===== src/rtl/core/lmq_pkg.sv =====
// Shared constants, types and codes of the linked-list multi-queue manager.
`timescale 1ns / 1ps
package lmq_pkg;

    localparam int NUM_QUEUES   = 4;
    localparam int NUM_CHANNELS = 64;

    localparam int QUEUE_W = (NUM_QUEUES > 1) ? $clog2(NUM_QUEUES) : 1;
    localparam int CHAN_W  = $clog2(NUM_CHANNELS);
    localparam int LINK_W  = CHAN_W + 1;
    localparam int STEP_W  = $clog2(NUM_CHANNELS + 1);

    typedef logic [1:0]         t_cmd_code;
    typedef logic [1:0]         t_status;
    typedef logic [CHAN_W-1:0]  t_chan;
    typedef logic [QUEUE_W-1:0] t_queue;
    typedef logic [LINK_W-1:0]  t_link;
    typedef logic [STEP_W-1:0]  t_steps;

    localparam t_link NIL = t_link'(NUM_CHANNELS);

    localparam t_cmd_code CMD_ENQUEUE = 2'd0;
    localparam t_cmd_code CMD_REMOVE  = 2'd1;
    localparam t_cmd_code CMD_MOVE    = 2'd2;
    localparam t_cmd_code CMD_HEAD    = 2'd3;

    localparam t_status ST_OK         = 2'd0;
    localparam t_status ST_NOT_QUEUED = 2'd1;
    localparam t_status ST_QUEUED     = 2'd2;

endpackage


===== src/rtl/core/lmq_cmd_if.sv =====
// Command channel of the multi-queue manager: valid, ready and one command.
`timescale 1ns / 1ps
interface lmq_cmd_if;
    import lmq_pkg::*;

    logic      valid;
    logic      ready;
    t_cmd_code command;
    t_chan     channel;
    logic [1:0] queue;

    modport source (output valid, output command, output channel, output queue, input ready);
    modport sink   (input valid, input command, input channel, input queue, output ready);
endinterface


===== src/rtl/core/lmq_rsp_if.sv =====
// Result channel of the multi-queue manager: valid, ready and one result.
`timescale 1ns / 1ps
interface lmq_rsp_if;
    import lmq_pkg::*;

    logic    valid;
    logic    ready;
    t_status status;
    logic    head_valid;
    t_chan   head_channel;

    modport source (output valid, output status, output head_valid, output head_channel,
                    input ready);
    modport sink   (input valid, input status, input head_valid, input head_channel,
                    output ready);
endinterface


===== src/rtl/core/lmq_ram.sv =====
// Generic single-port-write, single-port-read RAM with a registered read.
`timescale 1ns / 1ps
module lmq_ram #(
    parameter int WIDTH = 8,
    parameter int DEPTH = 64
) (
    input  logic                     i_clk,
    input  logic                     i_we,
    input  logic [$clog2(DEPTH)-1:0] i_waddr,
    input  logic [WIDTH-1:0]         i_wdata,
    input  logic [$clog2(DEPTH)-1:0] i_raddr,
    output logic [WIDTH-1:0]         o_rdata
);
    logic [WIDTH-1:0] r_mem [DEPTH];
    logic [WIDTH-1:0] r_rdata;

    always_ff @(posedge i_clk) begin
        if (i_we) begin
            r_mem[i_waddr] <= i_wdata;
        end
        r_rdata <= r_mem[i_raddr];
    end

    assign o_rdata = r_rdata;
endmodule


===== src/rtl/core/linked_multi_queue_manager_unit.sv =====
// Top level of the linked-list multi-queue manager with its command sequencer.
//
//   Port     Dir   Carries
//   i_cmd    in    command, channel, queue
//   o_rsp    out   status, head_valid, head_channel
//
// A command is taken only while the sequencer is idle; a finished result waits in
// the output register, so the next command may enter before it is taken.
// A head read, a failing command or a move into the channel's own queue goes
// straight to its result; an enqueue appends the channel, a remove walks the list
// and unlinks the channel, and a move walks, unlinks and appends. The list walk
// reads one link per cycle from the next-link memory.
// Reset empties every queue at once; the link and membership memories are not cleared.
// A result that is not taken stalls the sequencer in its final cycle.
`timescale 1ns / 1ps
module linked_multi_queue_manager_unit (
    input  logic      i_clk,
    input  logic      i_rst_n,
    lmq_cmd_if.sink   i_cmd,
    lmq_rsp_if.source o_rsp
);
    import lmq_pkg::*;

    localparam logic [2:0] S_IDLE = 3'd0;
    localparam logic [2:0] S_MQ   = 3'd1;
    localparam logic [2:0] S_WALK = 3'd2;
    localparam logic [2:0] S_FIX  = 3'd3;
    localparam logic [2:0] S_APP1 = 3'd4;
    localparam logic [2:0] S_APP2 = 3'd5;
    localparam logic [2:0] S_DONE = 3'd6;

    logic [2:0]            r_state;
    logic [NUM_CHANNELS-1:0] r_queued;
    t_link                 r_head [NUM_QUEUES];
    t_link                 r_tail [NUM_QUEUES];

    t_cmd_code r_cmd;
    t_chan     r_ch;
    t_queue    r_q;
    t_queue    r_uq;
    t_link     r_cur;
    t_link     r_prev;
    logic      r_first;
    t_steps    r_steps;
    t_status   r_status;
    logic      r_show;

    logic    r_out_valid;
    t_status r_out_status;
    logic    r_out_hv;
    t_chan   r_out_hc;

    logic   nl_we;
    t_chan  nl_waddr;
    t_link  nl_wdata;
    t_chan  nl_raddr;
    t_link  nl_rdata;
    t_queue mq_rdata;

    logic  l_accept;
    t_link l_cur;
    logic  l_stop;
    t_link l_ch_link;
    t_link l_head;
    logic  l_hv;
    logic  l_out_load;

    assign i_cmd.ready = (r_state == S_IDLE);
    assign l_accept    = i_cmd.valid && i_cmd.ready;
    assign l_ch_link   = {1'b0, r_ch};
    assign l_cur       = r_first ? r_cur : nl_rdata;
    assign l_stop      = (l_cur == l_ch_link) || (l_cur >= NIL) ||
                         (r_steps >= t_steps'(NUM_CHANNELS));
    assign l_head      = r_head[r_q];
    assign l_hv        = r_show && (l_head < NIL);
    assign l_out_load  = (r_state == S_DONE) && (!r_out_valid || o_rsp.ready);

    always_comb begin
        nl_we    = 1'b0;
        nl_waddr = r_ch;
        nl_wdata = NIL;
        nl_raddr = l_cur[CHAN_W-1:0];
        unique case (r_state)
            S_APP1: begin
                nl_we = 1'b1;
            end
            S_APP2: begin
                if (r_head[r_q] != NIL && r_tail[r_q] < NIL) begin
                    nl_we    = 1'b1;
                    nl_waddr = r_tail[r_q][CHAN_W-1:0];
                    nl_wdata = l_ch_link;
                end
            end
            S_FIX: begin
                if (r_cur == l_ch_link && r_prev != NIL) begin
                    nl_we    = 1'b1;
                    nl_waddr = r_prev[CHAN_W-1:0];
                    nl_wdata = nl_rdata;
                end
            end
            default: begin
            end
        endcase
    end

    lmq_ram #(.WIDTH(LINK_W), .DEPTH(NUM_CHANNELS)) u_next_link (
        .i_clk   (i_clk),
        .i_we    (nl_we),
        .i_waddr (nl_waddr),
        .i_wdata (nl_wdata),
        .i_raddr (nl_raddr),
        .o_rdata (nl_rdata)
    );

    lmq_ram #(.WIDTH(QUEUE_W), .DEPTH(NUM_CHANNELS)) u_member_queue (
        .i_clk   (i_clk),
        .i_we    (r_state == S_APP1),
        .i_waddr (r_ch),
        .i_wdata (r_q),
        .i_raddr (i_cmd.channel),
        .o_rdata (mq_rdata)
    );

    always_ff @(posedge i_clk) begin
        if (!i_rst_n) begin
            r_state     <= S_IDLE;
            r_queued    <= '0;
            r_out_valid <= 1'b0;
            for (int i = 0; i < NUM_QUEUES; i++) begin
                r_head[i] <= NIL;
                r_tail[i] <= NIL;
            end
        end else begin
            if (l_out_load) begin
                r_out_valid <= 1'b1;
            end else if (o_rsp.ready) begin
                r_out_valid <= 1'b0;
            end
            unique case (r_state)
                S_IDLE: begin
                    if (l_accept) begin
                        r_cmd    <= i_cmd.command;
                        r_ch     <= i_cmd.channel;
                        r_q      <= i_cmd.queue[QUEUE_W-1:0];
                        r_status <= ST_OK;
                        r_show   <= 1'b1;
                        r_state  <= S_MQ;
                    end
                end
                S_MQ: begin
                    r_cur   <= r_head[mq_rdata];
                    r_prev  <= NIL;
                    r_first <= 1'b1;
                    r_steps <= '0;
                    r_uq    <= mq_rdata;
                    r_state <= S_DONE;
                    unique case (r_cmd)
                        CMD_ENQUEUE: begin
                            if (r_queued[r_ch]) begin
                                r_status <= ST_QUEUED;
                            end else begin
                                r_state <= S_APP1;
                            end
                        end
                        CMD_REMOVE: begin
                            if (!r_queued[r_ch]) begin
                                r_status <= ST_NOT_QUEUED;
                                r_show   <= 1'b0;
                            end else begin
                                r_q     <= mq_rdata;
                                r_state <= S_WALK;
                            end
                        end
                        CMD_MOVE: begin
                            if (!r_queued[r_ch]) begin
                                r_status <= ST_NOT_QUEUED;
                            end else if (mq_rdata != r_q) begin
                                r_state <= S_WALK;
                            end
                        end
                        default: begin
                        end
                    endcase
                end
                S_WALK: begin
                    if (l_stop) begin
                        r_cur   <= l_cur;
                        r_first <= 1'b1;
                        r_state <= S_FIX;
                    end else begin
                        r_prev  <= l_cur;
                        r_steps <= r_steps + 1'b1;
                        r_first <= 1'b0;
                    end
                end
                S_FIX: begin
                    if (r_cur == l_ch_link) begin
                        if (r_prev == NIL) begin
                            r_head[r_uq] <= nl_rdata;
                        end
                        if (r_tail[r_uq] == l_ch_link) begin
                            r_tail[r_uq] <= r_prev;
                        end
                    end
                    r_queued[r_ch] <= 1'b0;
                    r_state        <= (r_cmd == CMD_MOVE) ? S_APP1 : S_DONE;
                end
                S_APP1: begin
                    r_queued[r_ch] <= 1'b1;
                    r_state        <= S_APP2;
                end
                S_APP2: begin
                    if (r_head[r_q] == NIL) begin
                        r_head[r_q] <= l_ch_link;
                    end
                    r_tail[r_q] <= l_ch_link;
                    r_state     <= S_DONE;
                end
                S_DONE: begin
                    if (l_out_load) begin
                        r_out_status <= r_status;
                        r_out_hv     <= l_hv;
                        r_out_hc     <= l_hv ? l_head[CHAN_W-1:0] : '0;
                        r_state      <= S_IDLE;
                    end
                end
                default: begin
                    r_state <= S_IDLE;
                end
            endcase
        end
    end

    assign o_rsp.valid        = r_out_valid;
    assign o_rsp.status       = r_out_status;
    assign o_rsp.head_valid   = r_out_hv;
    assign o_rsp.head_channel = r_out_hc;

    a_accept_starts: assert property (@(posedge i_clk) disable iff (!i_rst_n)
        l_accept |=> r_state == S_MQ)
        else $error("Accepted command did not start the sequencer.");

    a_walk_bounded: assert property (@(posedge i_clk) disable iff (!i_rst_n)
        r_state == S_WALK |-> r_steps <= t_steps'(NUM_CHANNELS))
        else $error("List walk exceeded the channel count.");

    a_empty_head: assert property (@(posedge i_clk) disable iff (!i_rst_n)
        o_rsp.valid && !o_rsp.head_valid |-> o_rsp.head_channel == '0)
        else $error("Empty queue reported a nonzero head channel.");

    for (genvar g = 0; g < NUM_QUEUES; g++) begin : g_ends
        a_ends_agree: assert property (@(posedge i_clk) disable iff (!i_rst_n)
            (r_head[g] == NIL) == (r_tail[g] == NIL))
            else $error("Queue head and tail disagree on emptiness.");
    end
endmodule


===== src/flat_wrapper.sv =====
// flat-port wrapper written by rule: the top's interface ports become plain ports
module linked_multi_queue_manager_unit_flat import lmq_pkg::*;
  (i_clk, i_rst_n, i_cmd_valid, i_cmd_command, i_cmd_channel, i_cmd_queue, i_cmd_ready, o_rsp_valid, o_rsp_status, o_rsp_head_valid, o_rsp_head_channel, o_rsp_ready);
  lmq_cmd_if i_cmd_i ();
  lmq_rsp_if o_rsp_i ();
  input  logic i_clk;
  input  logic i_rst_n;
  input wire logic [$bits(i_cmd_i.valid)-1:0] i_cmd_valid;
  input wire logic [$bits(i_cmd_i.command)-1:0] i_cmd_command;
  input wire logic [$bits(i_cmd_i.channel)-1:0] i_cmd_channel;
  input wire logic [$bits(i_cmd_i.queue)-1:0] i_cmd_queue;
  output wire logic [$bits(i_cmd_i.ready)-1:0] i_cmd_ready;
  output wire logic [$bits(o_rsp_i.valid)-1:0] o_rsp_valid;
  output wire logic [$bits(o_rsp_i.status)-1:0] o_rsp_status;
  output wire logic [$bits(o_rsp_i.head_valid)-1:0] o_rsp_head_valid;
  output wire logic [$bits(o_rsp_i.head_channel)-1:0] o_rsp_head_channel;
  input wire logic [$bits(o_rsp_i.ready)-1:0] o_rsp_ready;
  assign i_cmd_i.valid = i_cmd_valid;
  assign i_cmd_i.command = i_cmd_command;
  assign i_cmd_i.channel = i_cmd_channel;
  assign i_cmd_i.queue = i_cmd_queue;
  assign i_cmd_ready = i_cmd_i.ready;
  assign o_rsp_valid = o_rsp_i.valid;
  assign o_rsp_status = o_rsp_i.status;
  assign o_rsp_head_valid = o_rsp_i.head_valid;
  assign o_rsp_head_channel = o_rsp_i.head_channel;
  assign o_rsp_i.ready = o_rsp_ready;
  linked_multi_queue_manager_unit u_core (.i_clk(i_clk), .i_rst_n(i_rst_n), .i_cmd(i_cmd_i), .o_rsp(o_rsp_i));
endmodule

===== config.mk =====
export PLATFORM = sky130hd
export DESIGN_NAME = linked_multi_queue_manager_unit_flat
export DESIGN_NICKNAME = d
export VERILOG_FILES = /design/src/rtl/core/lmq_pkg.sv /design/src/rtl/core/lmq_cmd_if.sv /design/src/rtl/core/lmq_rsp_if.sv /design/src/rtl/core/lmq_ram.sv /design/src/rtl/core/linked_multi_queue_manager_unit.sv /design/src/flat_wrapper.sv
export SDC_FILE = /design/constraint.sdc
export NUM_CORES = 1
export LEC_CHECK = 0
export BUFFER_PORTS_ARGS = -buffer_cell sky130_fd_sc_hd__buf_4
export CAP_MARGIN = 10
export CORE_AREA = 2 2 242 244
export DETAILED_ROUTE_END_ITERATION = 6
export DIE_AREA = 0 0 244 246
export PLACE_DENSITY = 0.75
export SLEW_MARGIN = 20
export SYNTH_ARGS = -nofsm -noshare
export SYNTH_HDL_FRONTEND = slang
export SYNTH_SLANG_ARGS = --single-unit

===== constraint.sdc =====
create_clock -name i_clk -period 4.9 [get_ports i_clk]
set_input_delay 0.245 -clock i_clk [delete_from_list [all_inputs] [get_ports i_clk]]
set_output_delay 0.245 -clock i_clk [all_outputs]
set_load 0.05 [all_outputs]

==> impl_metrics.toml <==
[drt]
num_vias = 21740
drt-wirelength-per-cell_um = 24.80
drtIter0Drc = 3039
wirelength_mm = 83.04
vias_per_cell = 6.493
dr.pass1.iters = 7
drc = 1
postRouteAntennaNets = 0

[synthesis]
yosys.area.top_type_share = 0.6277
syn-num-nets = 2529
synthTopCellsByArea = "edfxtp_1 63%, nand2_1 6.2%, mux4_2 5.9%"
synth_fa_ha_area_frac = 0.001929
ys.flop_type = "edfxtp_1"
syn-mean-instance-area_um2 = 12.92
syn_inst = 2510
yosysSeqAreaShare = 0.6777
synth_warnings = 0
ys_ff_latch = 759
async_flop_share = 0
synth_top_family_by_area = "simple AND/OR/NAND/NOR gates"
synthMuxAreaShare = 0.07765
syn_area_mm2 = 0.03244
yosysUniqueCellTypes = 73
yosysTopAreaCell = "edfxtp_1"
synth-edff-count = 678
synth_xor_xnor_area_share = 0.006751
synth_compound_area_frac = 0.07337
yosys.area_share.simple = 0.1334

[timing]
slew_headroom = 0.2602
setup_slack_ns = 0.4603
tightest_slew_ns = 1.106
hold_viol_final = 0
rsz0062_at_grt = "false"
setup-violations-final = 0
period_needed_ns = 4.440
finalMaxSlewViolations = 0
fmax_ghz = 0.2252
holdWs_ns = 0.02666
fin_crit_sh = 0.9061
fin_skew_ns = 0.02748
setup_tns_ns = 0

[critical_path]
critical_path_class = "flop to flop"
critPathMaxFanout = 11
critPathRequiredTime_ns = 5.17
crit_path_end_kind = "flop"
rrSetupSlack_ns = 0.46
worst_ep_arrival_time_ns = 4.71
cp-start-kind = "flop"

[clocking]
clkLatencyLatePin_ns = 0.64
cts_buffers = 76
max-clock-path-buffers = 3
clock-sinks = 759
cts_hold_buf = 8
post_cts_buffers = 0
cts_resized = 0
root_buffer = "clkbuf_16"
clk_pin_slew_ns = 0.06
cts_tree = "done"
cts-htree-levels = 3

[status]
status = "complete, but fails checks"
violations = "design-rule violations"

[die]
die_area_mm2 = 0.06002
core_mm2 = 0.05737
start_util = 0.5654
rows = 88
ios = 25
die_x_um = 244
die_h_um = 246

[placed_design]
dp_slack_ns = 0.5652
io_buffers = 24
gp_congestion = 0.9385
dpl.hpwl_mm = 51.82

[power_and_ir_drop]
powerDensity_mw_per_mm2 = 434.2
finalPower_w = 0.01575
max-vdd-ir-drop_uv = 373.4
p_leak_nw = 12.67

[global_routing]
grt_pass1_wl_mm = 124.3
antenna_found_initial = 1
gr-usage-all-layers = 0.2748
grt_max_degree = 141
grt.overflow.total = 0
grt_pass1_vias = 20990

[finish]
final_nets = 2539
diodes = 0
drive_gt1_frac = 0.1266
syn2layout_area_growth_pct = 11.84
fillers = 4094

[min_path]
hold_path.class = "input pin to flop"

[run]
drv_cap = 0
[worst paths after layout]
kind / from / end / depth (start not counted)
worst max-delay path: flop / u_core.u_next_link.r_mem[18][5]$_DFFE_PP_ / 9
worst min-delay path: i_cmd_channel[2] / u_core.r_ch[2]$_DFFE_PP_ / 1
worst max register to register: flop / u_core.u_next_link.r_mem[18][5]$_DFFE_PP_ / 9
worst min register to register: u_core.r_status[1]$_SDFFCE_PN0P_ / u_core.o_rsp.status[1]$_DFFE_PP_ / 0
[registers in the layout, indices dropped and copies added (netlist names), 3 cells and up, named ones only]
register / flops
u_core.u_next_link.r_mem: 448
u_core.u_member_queue.r_mem: 128
u_core.r_head: 28
u_core.r_tail: 28
u_core.r_cur: 7
u_core.r_prev: 7
u_core.r_steps: 7
u_core.u_next_link.o_rdata: 7
u_core.o_rsp.head_channel: 6
u_core.r_ch: 6
u_core.r_state: 3
[area by class of cell]
class	count	area, um^2	share of cell area
Timing Repair Buffer	85	735.7	0.02028
Sequential cell	759	21980	0.6059
Multi-Input combinational cell	1506	9624	0.2653
Clock inverter	46	599.3	0.01652
Inverter	92	345.3	0.009519
Tap cell	765	957.2	0.02638
Clock buffer	95	2034	0.05608
[cells in the final DEF (no fill, tap or decap), types with 8 or more instances in the layout]
cell type	netlist	routed
a221oi_1	11	11
nor3b_1	11	10
clkbuf_1	114	14
edfxtp_1	678	678
clkinv_1	1	12
clkbuf_16	0	77
nand2_1	538	538
or3_1	9	9
nand2b_1	8	8
and3_1	55	55
mux4_2	85	85
dlygate4sd3_1	0	8
xnor2_1	16	16
nand3_1	135	135
inv_1	89	89
mux2i_1	41	38
buf_4	1	72
bufinv_16	0	12
a22oi_1	19	19
nor2b_1	8	8
a311oi_1	57	57
a21o_1	8	8
clkinv_2	0	14
a21oi_1	84	84
o21ai_0	80	77
nor2_1	144	144
a31oi_1	35	34
mux2_2	16	15
and2_1	11	11
dfxtp_1	81	81
nor3_1	17	17
xor2_1	9	9
[logic make-up (layout without fill, tap and decap cells)]
group	Yosys count	in the layout
AO/OA/AOI/OAI	354	354
multiplexers	143	143
flip-flops	759	759
adder cells (fa/ha/maj)	5	5
XOR/XNOR	25	25
AND/OR/NAND/NOR	979	979
buffers and inverters	245	318
[report_power, final]
group	internal (W)	switching [W]	leakage [nW]
registers	0.00718	0.000174	6.23
clock network	0.00361	0.00248	1.29
logic	0.000777	0.00152	5.14
total	0.0116	0.00418	12.7
[cells in the mapped netlist (all sizes together), types with 4 or more instances]
| master | n |
|---|---|
| inv | 91 |
| nor3 | 17 |
| nand3b | 7 |
| or3 | 9 |
| o311a | 7 |
| clkbuf | 114 |
| nand2 | 538 |
| and3 | 55 |
| a21o | 8 |
| mux4 | 85 |
| xnor2 | 16 |
| a221oi | 11 |
| and3b | 4 |
| o2bb2ai | 4 |
| o21ai | 82 |
| nor2 | 144 |
| nor3b | 12 |
| o21a | 6 |
| or4 | 5 |
| a311o | 7 |
| xor2 | 9 |
| nor2b | 8 |
| a31oi | 35 |
| mux2i | 42 |
| a22o | 7 |
| a311oi | 57 |
| a211oi | 4 |
| nand3 | 135 |
| dfxtp | 81 |
| edfxtp | 678 |
| nand2b | 8 |
| a21oi | 84 |
| mux2 | 16 |
| ha | 5 |
| buf | 39 |
| and2 | 11 |
| or2 | 8 |
| nor4 | 8 |
| a22oi | 19 |
[critical path, stage by stage, from the launching register on]
cell and delay [ns]:
dfxtp_1 0.49, buf_4 0.31, mux4_2 0.55, or3b_1 0.50, o21ai_2 0.55, nand3_1 0.24, a211oi_1 0.33, buf_4 0.19
nand2_1 0.30, nor2_1 0.60
[per-stage QoR]
stage | utilization | cells | instance area, um^2
detailed placement | 0.5845 | 3198 | 33530
CTS | 0.6318 | 3347 | 36240
finish | 0.6324 | 3348 | 36280
global placement | 0.5840 | 3197 | 33500
global route | 0.6324 | 3348 | 36280
floorplan | - | 2510 | 32440
[per-layer routing]
metal / vias to the layer above / wire (um) / GRT usage / part of all wire
met3: 261 / 8543 / 0.05610 / 0.10
met5: - / 13 / 0 / 0.00016
met4: 2 / 3520 / 0.1162 / 0.042
met2: 1455 / 38920 / 0.4373 / 0.47
met1: 10670 / 32040 / 0.3721 / 0.39
li1: 9347 / - / - / -
Note: power is estimated with default switching activity, not from simulation.
